**config.mk**
```make
export PLATFORM = sky130hd
export DESIGN_NAME = cti_controller
export DESIGN_NICKNAME = d
export VERILOG_FILES = /design/src/rtl/core/cti_pkg.sv /design/src/rtl/core/cti_controller.sv
export SDC_FILE = /design/constraint.sdc
export NUM_CORES = 1
export LEC_CHECK = 0
export BUFFER_PORTS_ARGS = -buffer_cell sky130_fd_sc_hd__buf_2
export CAP_MARGIN = 20
export CELL_PAD_IN_SITES_DETAIL_PLACEMENT = 1
export CELL_PAD_IN_SITES_GLOBAL_PLACEMENT = 2
export CORE_MARGIN = 5
export CORE_UTILIZATION = 25
export DETAILED_ROUTE_END_ITERATION = 6
export GPL_TIMING_DRIVEN = 0
export PLACE_DENSITY_LB_ADDON = 0.1
export SLEW_MARGIN = 10
export SYNTH_ARGS = -nofsm -noshare
export SYNTH_HDL_FRONTEND = slang
export SYNTH_SLANG_ARGS = --single-unit
```
**constraint.sdc**
```tcl
create_clock -name clk_i -period 2.5 [get_ports clk_i]
set_clock_uncertainty 0.2 [all_clocks]
set_input_delay 0.5 -clock clk_i [delete_from_list [all_inputs] [get_ports clk_i]]
set_output_delay 0.5 -clock clk_i [all_outputs]
set_load 0.02 [all_outputs]
```
**src/rtl/core/cti_pkg.sv**
```systemverilog
`timescale 1ns / 1ps
// ----------------------------------------------------------------------------
// cti_pkg: shared definitions for the calibration table interpolator
// Widths, table constants, status and operation codes, and the command and
// status bundles between the controller and the datapath.
// ----------------------------------------------------------------------------
package cti_pkg;

  localparam int unsigned DATA_W          = 32;
  localparam int unsigned IDX_W           = 8;
  localparam int unsigned BASE_W          = 10;
  localparam int unsigned TABLE_DEPTH_DEF = 256;
  localparam int unsigned TENTHS          = 10;

  localparam logic [DATA_W-1:0] EMPTY_ENTRY = '1;

  // operation codes carried in the user field of the input word
  localparam logic [1:0] OP_WRITE  = 2'd0;
  localparam logic [1:0] OP_LOOKUP = 2'd1;
  localparam logic [1:0] OP_BLANK  = 2'd2;

  typedef enum logic [1:0] {
    STATUS_OK      = 2'd0,
    STATUS_BELOW   = 2'd1,
    STATUS_UNBOUND = 2'd2,
    STATUS_REJECT  = 2'd3
  } status_e;

  // which result the output register is loaded with
  typedef enum logic [2:0] {
    RES_ZERO,
    RES_REJECT,
    RES_BELOW,
    RES_UNBOUND,
    RES_EXACT,
    RES_INTERP
  } res_sel_e;

  typedef struct packed {
    logic     load_item;   // capture the accepted input word
    logic     mem_wr;      // single entry write from the captured word
    logic     clr_step;    // write one empty entry of the clearing sweep
    logic     walk_start;  // rewind the table walk
    logic     walk_step;   // issue next read and judge the previous entry
    logic     div_start;   // launch the shared divider
    logic     div_frac;    // 0: step division, 1: fraction division
    logic     step_latch;  // keep the divider quotient as the step
    logic     out_load;    // load the output register
    res_sel_e res_sel;
  } cmd_t;

  typedef struct packed {
    logic [1:0] op;
    logic       idx_ok;
    logic       rd_valid;
    logic       ent_empty;
    logic       ent_gt;      // count above entry
    logic       ent_lt;      // count below entry
    logic       ent_eq;
    logic       have_lower;
    logic       rd_last;
    logic       clr_last;
    logic       div_done;
    logic       step_zero;
    logic       out_free;
  } sts_t;

endpackage

```
**src/rtl/core/cti_controller.sv**
```systemverilog
`timescale 1ns / 1ps
// ----------------------------------------------------------------------------
// cti_controller: sequencer for the calibration table interpolator
// Runs the clearing sweep, decodes each word and steps the table walk and
// up to two divisions, then hands the result to the output register.
// ----------------------------------------------------------------------------
module cti_controller (
  input  logic          clk_i,
  input  logic          rst_ni,
  input  logic          in_valid_i,
  output logic          in_ready_o,
  output cti_pkg::cmd_t cmd_o,
  input  cti_pkg::sts_t sts_i
);
  import cti_pkg::*;

  typedef enum logic [3:0] {
    ST_INIT,
    ST_IDLE,
    ST_DECODE,
    ST_WALK,
    ST_DIV_STEP,
    ST_WAIT_STEP,
    ST_DIV_FRAC,
    ST_WAIT_FRAC,
    ST_BLANK,
    ST_RESP
  } state_e;

  state_e   state_q;
  res_sel_e res_sel_q;

  // state and registered result selection
  always_ff @(posedge clk_i or negedge rst_ni) begin
    if (!rst_ni) begin
      state_q   <= ST_INIT;
      res_sel_q <= RES_ZERO;
    end else begin
      case (state_q)
        ST_INIT: begin
          if (sts_i.clr_last) state_q <= ST_IDLE;
        end
        ST_IDLE: begin
          if (in_valid_i) state_q <= ST_DECODE;
        end
        ST_DECODE: begin
          case (sts_i.op)
            OP_WRITE: begin
              res_sel_q <= sts_i.idx_ok ? RES_ZERO : RES_REJECT;
              state_q   <= ST_RESP;
            end
            OP_LOOKUP: begin
              state_q <= ST_WALK;
            end
            OP_BLANK: begin
              res_sel_q <= RES_ZERO;
              state_q   <= ST_BLANK;
            end
            default: begin
              res_sel_q <= RES_ZERO;
              state_q   <= ST_RESP;
            end
          endcase
        end
        ST_WALK: begin
          if (sts_i.rd_valid) begin
            if (sts_i.ent_eq) begin
              res_sel_q <= RES_EXACT;
              state_q   <= ST_RESP;
            end else if (sts_i.ent_lt) begin
              if (sts_i.have_lower) begin
                state_q <= ST_DIV_STEP;
              end else begin
                res_sel_q <= RES_BELOW;
                state_q   <= ST_RESP;
              end
            end else if (sts_i.rd_last) begin
              res_sel_q <= RES_UNBOUND;
              state_q   <= ST_RESP;
            end
          end
        end
        ST_DIV_STEP: begin
          state_q <= ST_WAIT_STEP;
        end
        ST_WAIT_STEP: begin
          if (sts_i.div_done) state_q <= ST_DIV_FRAC;
        end
        ST_DIV_FRAC: begin
          res_sel_q <= RES_INTERP;
          state_q   <= sts_i.step_zero ? ST_RESP : ST_WAIT_FRAC;
        end
        ST_WAIT_FRAC: begin
          if (sts_i.div_done) state_q <= ST_RESP;
        end
        ST_BLANK: begin
          if (sts_i.clr_last) state_q <= ST_RESP;
        end
        ST_RESP: begin
          if (sts_i.out_free) state_q <= ST_IDLE;
        end
        default: begin
          state_q <= ST_IDLE;
        end
      endcase
    end
  end

  assign in_ready_o = (state_q == ST_IDLE);

  // commands decoded from the state
  always_comb begin
    cmd_o            = '0;
    cmd_o.res_sel    = res_sel_q;
    cmd_o.load_item  = (state_q == ST_IDLE) && in_valid_i;
    cmd_o.mem_wr     = (state_q == ST_DECODE) && (sts_i.op == OP_WRITE);
    cmd_o.clr_step   = (state_q == ST_INIT) || (state_q == ST_BLANK);
    cmd_o.walk_start = (state_q == ST_DECODE);
    cmd_o.walk_step  = (state_q == ST_WALK);
    cmd_o.div_start  = (state_q == ST_DIV_STEP) ||
                       ((state_q == ST_DIV_FRAC) && !sts_i.step_zero);
    cmd_o.div_frac   = (state_q == ST_DIV_FRAC);
    cmd_o.step_latch = (state_q == ST_WAIT_STEP) && sts_i.div_done;
    cmd_o.out_load   = (state_q == ST_RESP) && sts_i.out_free;
  end

endmodule

```
# Yosys cells after proc, flatten, opt, wreduce, memory -nomap -nowiden
# Cells that the tools add are included.
[word_totals]
out_inout_bits = 13
wordCells = 58
inputBits = 17
register_bits = 7
[op_classes]
eq_ne = 21
n_mux = 22
n_reduce_logical = 13
[op_table]
columns = ["cell", "n"]
rows = [
  ["$mux 4", 12],
  ["$pmux 4 s10", 1],
  ["$eq 4x3->1 const B", 4],
  ["$mux 3", 5],
  ["$ne 2x2->1 const B", 7],
  ["$pmux 3 s3", 1],
  ["$eq 4x2->1 const B", 2],
  ["$eq 4x4->1 const B", 2],
  ["$pmux 4 s2", 1],
  ["$reduce_and 8->1", 1],
  ["$pmux 3 s2", 1],
  ["$logic_and 1x1->1", 5],
  ["$reduce_and 5->1", 1],
  ["$eq 4x1->1 const B", 1],
  ["$logic_not 4->1", 1],
  ["$ne 4x1->1 const B", 1],
  ["$ne 4x4->1 const B", 1],
  ["$reduce_bool 3->1", 1],
  ["$eq 2x1->1 const B", 1],
  ["$eq 2x2->1 const B", 1],
  ["$logic_not 2->1", 1],
  ["$logic_or 1x1->1", 2],
  ["$ne 2x1->1 const B", 1],
  ["$logic_not 1->1", 1],
  ["$mux 1", 1],
]

# Depth between registers and ports, before layout
# Gate-level depths: netlist of the first run.
[depth]
word_depth = 5
ltp_mapped = 6
mapped_depth_nobuf = 4

# Least setup slack after synthesis of the first run
# OpenSTA, ideal clock, no wires.
[synth_timing]
path_kind = "flip-flop to output port"
start = "reg state_q[0]"
end = "out cmd_o[10] (netlist bit)"
path_stages_with_launch = 5
required_time_ns = 1.800
path_buffers = 2
arrival_ns = 2.141
slack_ns = -0.341
path_cell_list = "dfrtp_1 buf_6 clkbuf_1 nor4b_1 nor3b_1"
[synth_lines]
columns = ["element", "line", "text"]
rows = [
  ["start: declaration", "cti_controller.sv:30", "state_e state_q;"],
  ["start signal: assignment", "cti_controller.sv:91", "state_q <= sts_i.step_zero ? ST_RESP : ST_WAIT_FRAC;"],
  ["end: declaration", "cti_controller.sv:12", "output cti_pkg::cmd_t cmd_o,"],
]

==> flow_summary.toml, run 1 <==
[worst_setup_path]
cp-start-kind = "register"
worst-path-max-fanout = 10
worstPathRequired_ns = 1.80
crit_type = "reg2out"
r2r_setup_slack_ns = 0.60
worstSetupEndpointType = "output pin"
cp.arrival_ns = 1.64

[route]
highest-signal-layer = "met3"
antenna_left = 0
drt-total-wl_um = 1910
drc = 0
drt_iter0_drc = 16
avgRoutedWirePerCell_um = 14.2
drt-pass1-iter-count = 3
viasPerCell = 4.97
met1_length_um = 887
wl_met3_um = 107
wl_met2_um = 913
num_vias = 666

[hold_path]
hold_path.class = "reg2reg"

[finish]
drive_above_1_share_pct = 44.2
layout.cells.non_filler = 134
nets = 122
area_growth_pct = 33.1
n_antenna_cell = 0

[synth]
yosysWarningCount = 0
yosysSeqAreaShare_pct = 26.1
synth_area_um2 = 672
synthesis.nets = 90
synthFlopType = "dfrtp_1"
yosysTopAreaCellShare_pct = 26.1
synth_cell_types = 39
avgSynthCellArea_um2 = 9.20
synth_edf_count = 0
async_flop_share_pct = 100
postSynthCellCount = 73
yosys-top-cells-area = "dfrtp_1, nor2b_1, mux2_4, nor3b_1, buf_6"
synth_top_cell_by_area = "dfrtp_1"
ys_ff_latch = 7

[timing]
max_slew_margin_pct = 68.6
rsz0062_at_grt = "no"
max_freq_ghz = 0.427
period_share_pct = 93.8
setup_tns_ns = 0
fin_crit_ns = 2.34
setup_viol = 0
tightest_slew_ns = 0.465
worst_hold_slack_ns = 0.309
hold_violations = 0
slew_viol_final = 0

[clocking]
htree_levels = 1
clockBufferDepth = 2
cts.reportedPaths.clkPinSlew_ns = 0.05
cts_tree = "yes"
clk_latency_ns = 0.25
clockRootBuffer = "clkbuf_4"
clkSinkCount = 7
cts_inserted_buffers = 3

[placement]
place_hpwl_um = 1550
numPortBuffers = 27
gp_congestion = 0.747
placed_cells = 130

[grt]
grt_pass1_vias = 684
antenna_found_initial = 0
grt_pass1_wl_um = 3080
grt_max_degree = 11
grt.overflow.total = 0
track_usage_pct = 10.7

[power_and_ir_drop]
peakVddDrop_v = 0.000622
leakagePower_nw = 0.427
power-per-cell-area_nw_per_um2 = 1100

[run]
cap_violations = 0

[floorplan]
die_w_um = 61.8
core_area_um2 = 2520
die_area_um2 = 3820
die_y_um = 61.8
rows = 18
io_pins = 30
initial_utilization_pct = 26.6

[run_status]
status = "completed"
placed cells by master, fill, tap and decap left out, types with 2 or more instances in the layout:
cell / Yosys / final
dfrtp_1: 7 / 7
nand3_1: 2 / 2
nand2_1: 4 / 4
buf_6: 2 / 2
buf_2: 1 / 28
nor2_1: 4 / 4
a211o_1: 2 / 2
nor3b_2: 0 / 2
clkbuf_1: 3 / 2
nor2b_1: 5 / 5
nor3_1: 2 / 2
mux2_4: 2 / 2
clkbuf_4: 0 / 3
nor3b_1: 4 / 2
a21oi_1: 4 / 4
mux2_2: 2 / 2
inv_1: 2 / 2
nor4bb_1: 2 / 2
nand3b_1: 2 / 2
per-layer routing:
layer | GRT usage, % | up-vias
met4 | 0 | 0
met2 | 18.4 | 20
met5 | 0 | -
met1 | 14.6 | 310
li1 | - | 336
met3 | 2.48 | 0
power by group:
group	leakage [nW]	total, mW	switching [mW]	internal (mW)
clock network	0.0150	0.0993	0.0385	0.0607
registers	0.0918	0.198	0.0376	0.161
logic	0.321	0.687	0.384	0.304
logic make-up (layout without fill, tap and decap cells):
group | count (synthesis) | count (layout) | share of synthesized area, %
muxes | 5 | 5 | 9.31
buffers and inverters | 8 | 39 | 6.89
and+or+nand+nor | 36 | 36 | 37.4
DFF | 7 | 7 | 26.1
AOI/OAI and AO/OA | 17 | 17 | 20.3
worst paths after layout:
| kind | from | endpoint | cells past startpoint |
|---|---|---|---|
| worst max-delay path | state_q[1] | cmd_o[11] | 5 |
| worst min-delay path | res_sel_q[0] | res_sel_q[0] | 1 |
| worst max register to register | state_q[2] | res_sel_q[0] | 5 |
| worst min register to register | res_sel_q[0] | res_sel_q[0] | 1 |
| max in group asynchronous | rst_ni | res_sel_q[2] | 2 |
| min in group asynchronous | rst_ni | state_q[2] | 2 |
through the flow:
step	util, %	setup WS, ns	total power [mW]	cell area, µm²
floorplan	-	0.123	0.712	683
global placement	33.9	0.364	0.891	856
detailed placement	33.9	0.331	0.896	856
CTS	35.4	0.0598	1.00	892
global route	35.5	0.0293	1.07	895
finish	35.5	0.156	0.985	895
sequential cells by signal, summed over array words and instances, names as in the netlist:
signal,cells
res_sel_q,3
state_q,4
critical path, cell delays in order (launching register included):
cell,delay [ns]
dfrtp_1,0.44
buf_2,0.21
nor2b_1,0.22
nor3b_2,0.23
and2_1,0.14
buf_2,0.15
Yosys cell counts (all sizes together) (2+ instances only):
cell type and number:
nor3 2, nand3 2, nor2b 6, o21ai 3, buf 3, clkbuf 3
inv 2, nor3b 4, nor2 4, a21oi 4, nor4b 2, nand3b 2
mux2 4, nor4bb 2, a211o 2, dfrtp 7, nand2 4
area by class of cell:
type | instances | area (µm²)
Fill cell | 313 | 1630
Multi-Input combinational cell | 58 | 467
Sequential cell | 7 | 175
Timing Repair Buffer | 28 | 145
Tap cell | 30 | 37.5
Buffer | 5 | 36.3
Clock buffer | 4 | 26.3
Inverter | 2 | 7.51
timing repair:
action | CTS | global route
hold buffers | 1 | 0
endpoints found under the setup margin | 0 | 2
resized for setup | 0 | 3
hold endpoints to repair | 7 | 0
setup buffers | 0 | 0
Note: power is estimated with default switching activity, not from simulation.
==> run 2: changes to the inputs <==
--- a/config.mk
+++ b/config.mk
@@ -10,7 +10,7 @@
 export CELL_PAD_IN_SITES_DETAIL_PLACEMENT = 1
 export CELL_PAD_IN_SITES_GLOBAL_PLACEMENT = 2
 export CORE_MARGIN = 5
-export CORE_UTILIZATION = 25
+export CORE_UTILIZATION = 27
 export DETAILED_ROUTE_END_ITERATION = 6
 export GPL_TIMING_DRIVEN = 0
 export PLACE_DENSITY_LB_ADDON = 0.1
==> constraint.sdc (replaced) <==
create_clock -name clk_i -period 2.7 [get_ports clk_i]
set_clock_uncertainty 0.2 [all_clocks]
set_input_delay 0.27 -clock clk_i [delete_from_list [all_inputs] [get_ports clk_i]]
set_output_delay 0.27 -clock clk_i [all_outputs]
set_load 0.02 [all_outputs]
==> run 2 against run 1 <==
  * Power down 8.6%
  * Worst setup slack better by 0.32 ns
  * Final area down 1.5%
  * Largest cell class unchanged
  * Critical path type unchanged
  * Sequential share of layout area up 0.31 points
  * Sequential cell count unchanged
==> flow_summary.toml, run 2 (synthesis gave the netlist of run 1 again) <==
[finish]
biggestRegsByFlops = "state_q x4, res_sel_q x3"
multi_input_area_um2 = 450
n_antenna_cell = 0
ff_latch_area_um2 = 175
final_common_cell = "buf_2"
largest_reg_flops = 4
final_cell_area_um2 = 881
final_cell_mix = "buf_2, dfrtp_1, nor2b_1"
nets = 123
n_fill_cell = 312
drive_above_1_share_pct = 40.0
area_growth_pct = 31.1
top_register = "state_q"

[worst_setup_path]
worstPathRequired_ns = 2.23
crit_type = "reg2out"
r2r_setup_slack_ns = 0.84
worst_path_largest_cell_delay_ns = 0.38
path_buf_inv = 3
worst-path-max-fanout = 10
reg2reg_to = "res_sel_q[1]"
slowest_stage = "nor4b_1"
cp-start-kind = "register"
crit_chain = "buf_6, clkbuf_1, nor4b_1, nor3b_1, buf_2"
crit-reg2reg-launch = "state_q[2]"
cp_top_family = "simple AND/OR/NAND/NOR gates"
worstSetupEndpointType = "output pin"
worst-r2r-cell-count = 5
cp.arrival_ns = 1.75

[grt]
use_met1_pct = 16.0
grt_pass1_vias = 700
antenna_found_initial = 0
track_usage_pct = 12.1
use_met2_pct = 19.4
grt-busiest-layer = "met2"
met3_usage_pct = 2.38
grt_max_degree = 11
grt.overflow.total = 0
grt_pass1_wl_um = 3310

[floorplan]
rows = 18
io_pins = 30
die_area_um2 = 3590
die_w_um = 59.9
initial_utilization_pct = 27.6
core_area_um2 = 2430
die_y_um = 59.9

[hold_path]
hold_end = "state_q[2]"
hold_depth = 3
hold_start = "sts_i[2]"
hold_path.class = "in2reg"

[placement]
place_area_um2 = 845
place_hpwl_um = 1540
pre_cts_ws_ns = 0.733
gp_congestion = 0.659
numPortBuffers = 27

[timing]
setup_viol = 0
period_share_pct = 82.2
fin_crit_ns = 2.22
slew_viol_final = 0
timing.final.ws_setup_ns = 0.480
max_slew_margin_pct = 71.3
hold_violations = 0
max_freq_ghz = 0.450
setup_tns_ns = 0
tightest_slew_ns = 0.425
rsz0062_at_grt = "no"

[run]
cap_violations = 0

[route]
antenna_left = 0
drt-pass1-iter-count = 4
viasPerCell = 4.99
num_vias = 673
drt-total-wl_um = 1910
drc = 0
avgRoutedWirePerCell_um = 14.2
drt_iter0_drc = 2

[clocking]
cts_setup_buffers = 0
clkSinkCount = 7
clk_latency_ns = 0.24
clockRootBuffer = "clkbuf_4"
htree_levels = 1
ctsResizeCount = 0
cts_inserted_buffers = 3
cts.reportedPaths.clkPinSlew_ns = 0.05
cts_tree = "yes"
clockBufferDepth = 2

[run_status]
status = "completed"

[power_and_ir_drop]
leakagePower_nw = 0.420
power-per-cell-area_nw_per_um2 = 1020
peakVddDrop_v = 0.000486
==> run 2: power breakdown <==
| group | leakage, nW | switching [mW] | internal (mW) |
|---|---|---|---|
| clock network | 0.0150 | 0.0342 | 0.0561 |
| registers | 0.0918 | 0.0357 | 0.149 |
| logic | 0.313 | 0.350 | 0.275 |
| total | 0.420 | 0.420 | 0.480 |
==> run 2: final cells by class <==
type / count / share of cell area [%]
multi-input cells: 58 / 51.1
clock buffers: 4 / 2.98
plain buffers: 6 / 4.40
well taps: 30 / 4.26
inverters: 2 / 0.852
flip-flops and latches: 7 / 19.9
repair buffers: 28 / 16.5
==> run 2: worst reg2reg max path: stages (launching register included) <==
cell and delay (ns):
dfrtp_1 0.37, buf_6 0.14, or3b_4 0.40, nor2b_4 0.14, o21ai_4 0.17, mux2_4 0.32
==> run 2: repair_timing <==
action	4_1_cts	5_1_grt
hold buffers	1	0
endpoints found under the hold margin	7	0
endpoints found under the setup margin	0	0
==> run 2: worst max path at each step <==
| stage | from | endpoint | slack (ns) | cells after the start |
|---|---|---|---|---|
| 2_1_floorplan | state_q[0] | cmd_o[10] | 0.09 | 4 |
| 3_3_place_gp | state_q[0] | cmd_o[10] | 0.74 | 5 |
| 3_5_place_dp | state_q[0] | cmd_o[10] | 0.73 | 5 |
| 4_1_cts | state_q[0] | cmd_o[10] | 0.45 | 5 |
| 5_1_grt | state_q[0] | cmd_o[10] | 0.32 | 5 |
| 6_report | state_q[0] | cmd_o[10] | 0.48 | 5 |
==> run 2: routing by layer <==
metal | wire (µm) | part of all wire, %
met5 | 0 | 0
met4 | 0 | 0
met3 | 125 | 6.5
met2 | 927 | 48
met1 | 860 | 45
==> run 2: per-stage QoR <==
stage               instances  hold slack (ns)  util (%)  total power, mW
floorplan                  73           -0.226         -            0.653
global placement          130          -0.0971      34.7            0.817
detailed placement        130          -0.0930      34.7            0.818
CTS                       135            0.139      36.2            0.914
global route              135            0.155      36.2            0.976
finish                    135            0.146      36.2            0.900
==> run 3: changes to the inputs <==
--- a/config.mk
+++ b/config.mk
@@ -5,12 +5,13 @@
 export SDC_FILE = /design/constraint.sdc
 export NUM_CORES = 1
 export LEC_CHECK = 0
+export ABC_AREA = 1
 export BUFFER_PORTS_ARGS = -buffer_cell sky130_fd_sc_hd__buf_2
 export CAP_MARGIN = 20
 export CELL_PAD_IN_SITES_DETAIL_PLACEMENT = 1
 export CELL_PAD_IN_SITES_GLOBAL_PLACEMENT = 2
 export CORE_MARGIN = 5
-export CORE_UTILIZATION = 27
+export CORE_UTILIZATION = 20
 export DETAILED_ROUTE_END_ITERATION = 6
 export GPL_TIMING_DRIVEN = 0
 export PLACE_DENSITY_LB_ADDON = 0.1
==> constraint.sdc (replaced) <==
create_clock -name clk_i -period 1.8 [get_ports clk_i]
set_clock_uncertainty 0.2 [all_clocks]
set_input_delay 0.18 -clock clk_i [delete_from_list [all_inputs] [get_ports clk_i]]
set_output_delay 0.18 -clock clk_i [all_outputs]
set_load 0.02 [all_outputs]
==> run 3 against run 2 <==
  * Sequential power increased by 70%
  * Global-route usage decreased by 1.5 points
  * Worst setup slack got worse by 0.37 ns
  * Final area increased by 16%
  * Power increased by 51%
  * Clock power increased by 58%
  * Via count increased by 34%
  * Final cell count increased by 59%
  * Synthesized area increased by 8.2%
  * Critical endpoint is now cmd_o[6]
  * Largest cell class unchanged
  * Largest power group unchanged
  * Highest routed layer unchanged
==> flow_summary.toml, run 3 <==
[grt]
use_met1_pct = 13.5
antenna_found_initial = 0
grt_pass1_wl_um = 4280
grt-busiest-layer = "met2"
grt_pass1_vias = 946
grt_max_degree = 9
grt.overflow.total = 0
met3_usage_pct = 2.30
use_met2_pct = 18.1
track_usage_pct = 10.5

[worst_setup_path]
slowest_stage = "dfrtp_1"
r2r_setup_slack_ns = 0.12
cp-start-kind = "register"
crit_chain = "inv_2, nor2_4, nand2_2, a21oi_1, buf_4"
crit-reg2reg-launch = "state_q[3]"
worst-r2r-cell-count = 8
cp.arrival_ns = 1.31
worstSetupEndpointType = "output pin"
worstPathRequired_ns = 1.42
reg2reg_to = "res_sel_q[2]"
worst-path-max-fanout = 7
crit_type = "reg2out"
worst_path_largest_cell_delay_ns = 0.41

[hold_path]
hold_start = "sts_i[6]"
hold_depth = 4
hold_end = "res_sel_q[1]"
hold_path.class = "in2reg"

[floorplan]
core_area_um2 = 3580
rows = 22
die_w_um = 70.3
die_y_um = 70.3
initial_utilization_pct = 20.3
io_pins = 30
die_area_um2 = 4940

[synth]
ys_ff_latch = 7
synth_top_cell_by_area = "dfrtp_1"
synth_most_common_cell = "nand2_1"
synth_cell_types = 15
yosysSeqAreaShare_pct = 24.1
synth_area_um2 = 727
yosys-top-cells-area = "dfrtp_1, nand2_1, nand3_1, nor2_1, inv_1"
avgSynthCellArea_um2 = 5.64
yosysWarningCount = 0
async_flop_share_pct = 100
yosysTopAreaCellShare_pct = 24.1
synthesis.nets = 146
synth_common_cells = "nand2_1, nor2_1, nand3_1, inv_1, dfrtp_1"
postSynthCellCount = 129
synthFlopType = "dfrtp_1"
synth_edf_count = 0

[finish]
n_antenna_cell = 0
biggestRegsByFlops = "state_q x4, res_sel_q x3"
largest_reg_flops = 4
final_cell_mix = "nand2_1, buf_2, nor2_1"
nets = 185
n_fill_cell = 501
final_common_cell = "nand2_1"
ff_latch_area_um2 = 179
drive_above_1_share_pct = 34.7
top_register = "state_q"
multi_input_area_um2 = 472
fin_util_pct = 28.6
area_growth_pct = 41.0

[power_and_ir_drop]
p_int_mw = 0.630
peakVddDrop_v = 0.000350
power_frac_clock_pct = 10.5
p_comb_share_pct = 66.3
p_seq_share_pct = 23.2
power-per-cell-area_nw_per_um2 = 1320
leakagePower_nw = 0.632
switching_share_pct = 53.6
p_sw_mw = 0.727

[placement]
numPortBuffers = 27
place_hpwl_um = 2080
pre_cts_ws_ns = 0.136
gp_congestion = 0.738

[clocking]
cts.reportedPaths.clkPinSlew_ns = 0.05
clockBufferDepth = 2
cts_inserted_buffers = 3
cts_tree = "yes"
clkSinkCount = 7
clk_latency_ns = 0.25
clockRootBuffer = "clkbuf_4"
htree_levels = 1

[run]
cap_violations = 0

[run_status]
status = "completed"

[route]
drc = 0
drt-total-wl_um = 2460
drt_iter0_drc = 20
drt-pass1-iter-count = 4
avgRoutedWirePerCell_um = 11.4
viasPerCell = 4.21
num_vias = 905
antenna_left = 0

[timing]
timing.final.ws_setup_ns = 0.107
rsz0062_at_grt = "yes"
max_freq_ghz = 0.591
hold_violations = 0
setup_tns_ns = 0
setup_viol = 0
max_slew_margin_pct = 81.7
worst_hold_slack_ns = 0.0520
period_share_pct = 94.1
tightest_slew_ns = 0.274
fin_crit_ns = 1.69
slew_viol_final = 0
[run 3: cell count changes in the layout (fill, tap and decap cells not counted), sizes merged, moves of 3 or more]
cell,delta
clkbuf,-3
mux2,-4
nor2,+24
nand2,+38
nand3,+20
inv,+20
nor3b,-4
nor2b,-6
buf,+3
[run 3: worst max-delay path, delay by kind of cell (launching register included)]
family	cells	cell delay [ns]
buffers and inverters	2	0.24
AOI/OAI and AO/OA	1	0.11
DFF	1	0.41
and+or+nand+nor	2	0.30
[run 3: area by class of cell]
cell class / instances / area share [%]
clock buffers: 4 / 2.56
inverters: 23 / 8.55
multi-input cells: 99 / 46.0
flip-flops and latches: 7 / 17.5
well taps: 48 / 5.86
repair buffers: 34 / 19.5
[run 3: metal layers]
metal / vias up / wire length (µm)
li1: 474 / -
met3: 0 / 102
met1: 408 / 1130
met2: 23 / 1220
met5: - / 0
met4: 0 / 0
[run 3: cells by family (layout without fill, tap and decap cells)]
family | after synthesis | count (layout) | synth area share, %
buf+inv | 23 | 61 | 12.0
compound gates | 3 | 3 | 2.06
flops | 7 | 7 | 24.1
simple gates | 96 | 96 | 61.8
[run 3: repair_timing]
action	4_1_cts	5_1_grt
resized for setup	1	9
hold buffers	1	0
hold endpoints to repair	7	0
gates cloned	0	0
setup endpoints to repair	3	17
buffers inserted	3	3
pin swaps	1	2
[run 3: power by group through the flow]
stage	clock (mW)	sequential, mW	combinational (mW)
5_1_grt	0.164	0.329	1.01
2_1_floorplan	0	0.320	0.569
3_5_place_dp	0	0.309	0.839
4_1_cts	0.150	0.310	0.887
6_report	0.143	0.315	0.899
3_3_place_gp	0	0.309	0.831
[run 3: worst max path at each step]
stage | from | to | slack [ns] | cells after the start
after detailed placement | state_q[3] | state_q[3] | 0.14 | 7
after global placement | state_q[3] | state_q[3] | 0.15 | 7
after global routing | state_q[2] | cmd_o[4] | -0.03 | 5
after floorplan | state_q[3] | res_sel_q[2] | 0.21 | 8
after CTS | state_q[3] | cmd_o[6] | 0.02 | 4
final | state_q[2] | cmd_o[6] | 0.11 | 5
[run 3: metrics by stage]
step                total power [mW]  std cells  area (µm²)
CTS                             1.35        212         982
floorplan                      0.889        129         727
finish                          1.36        215        1020
detailed placement              1.15        204         922
global route                    1.51        215        1020
global placement                1.14        204         922
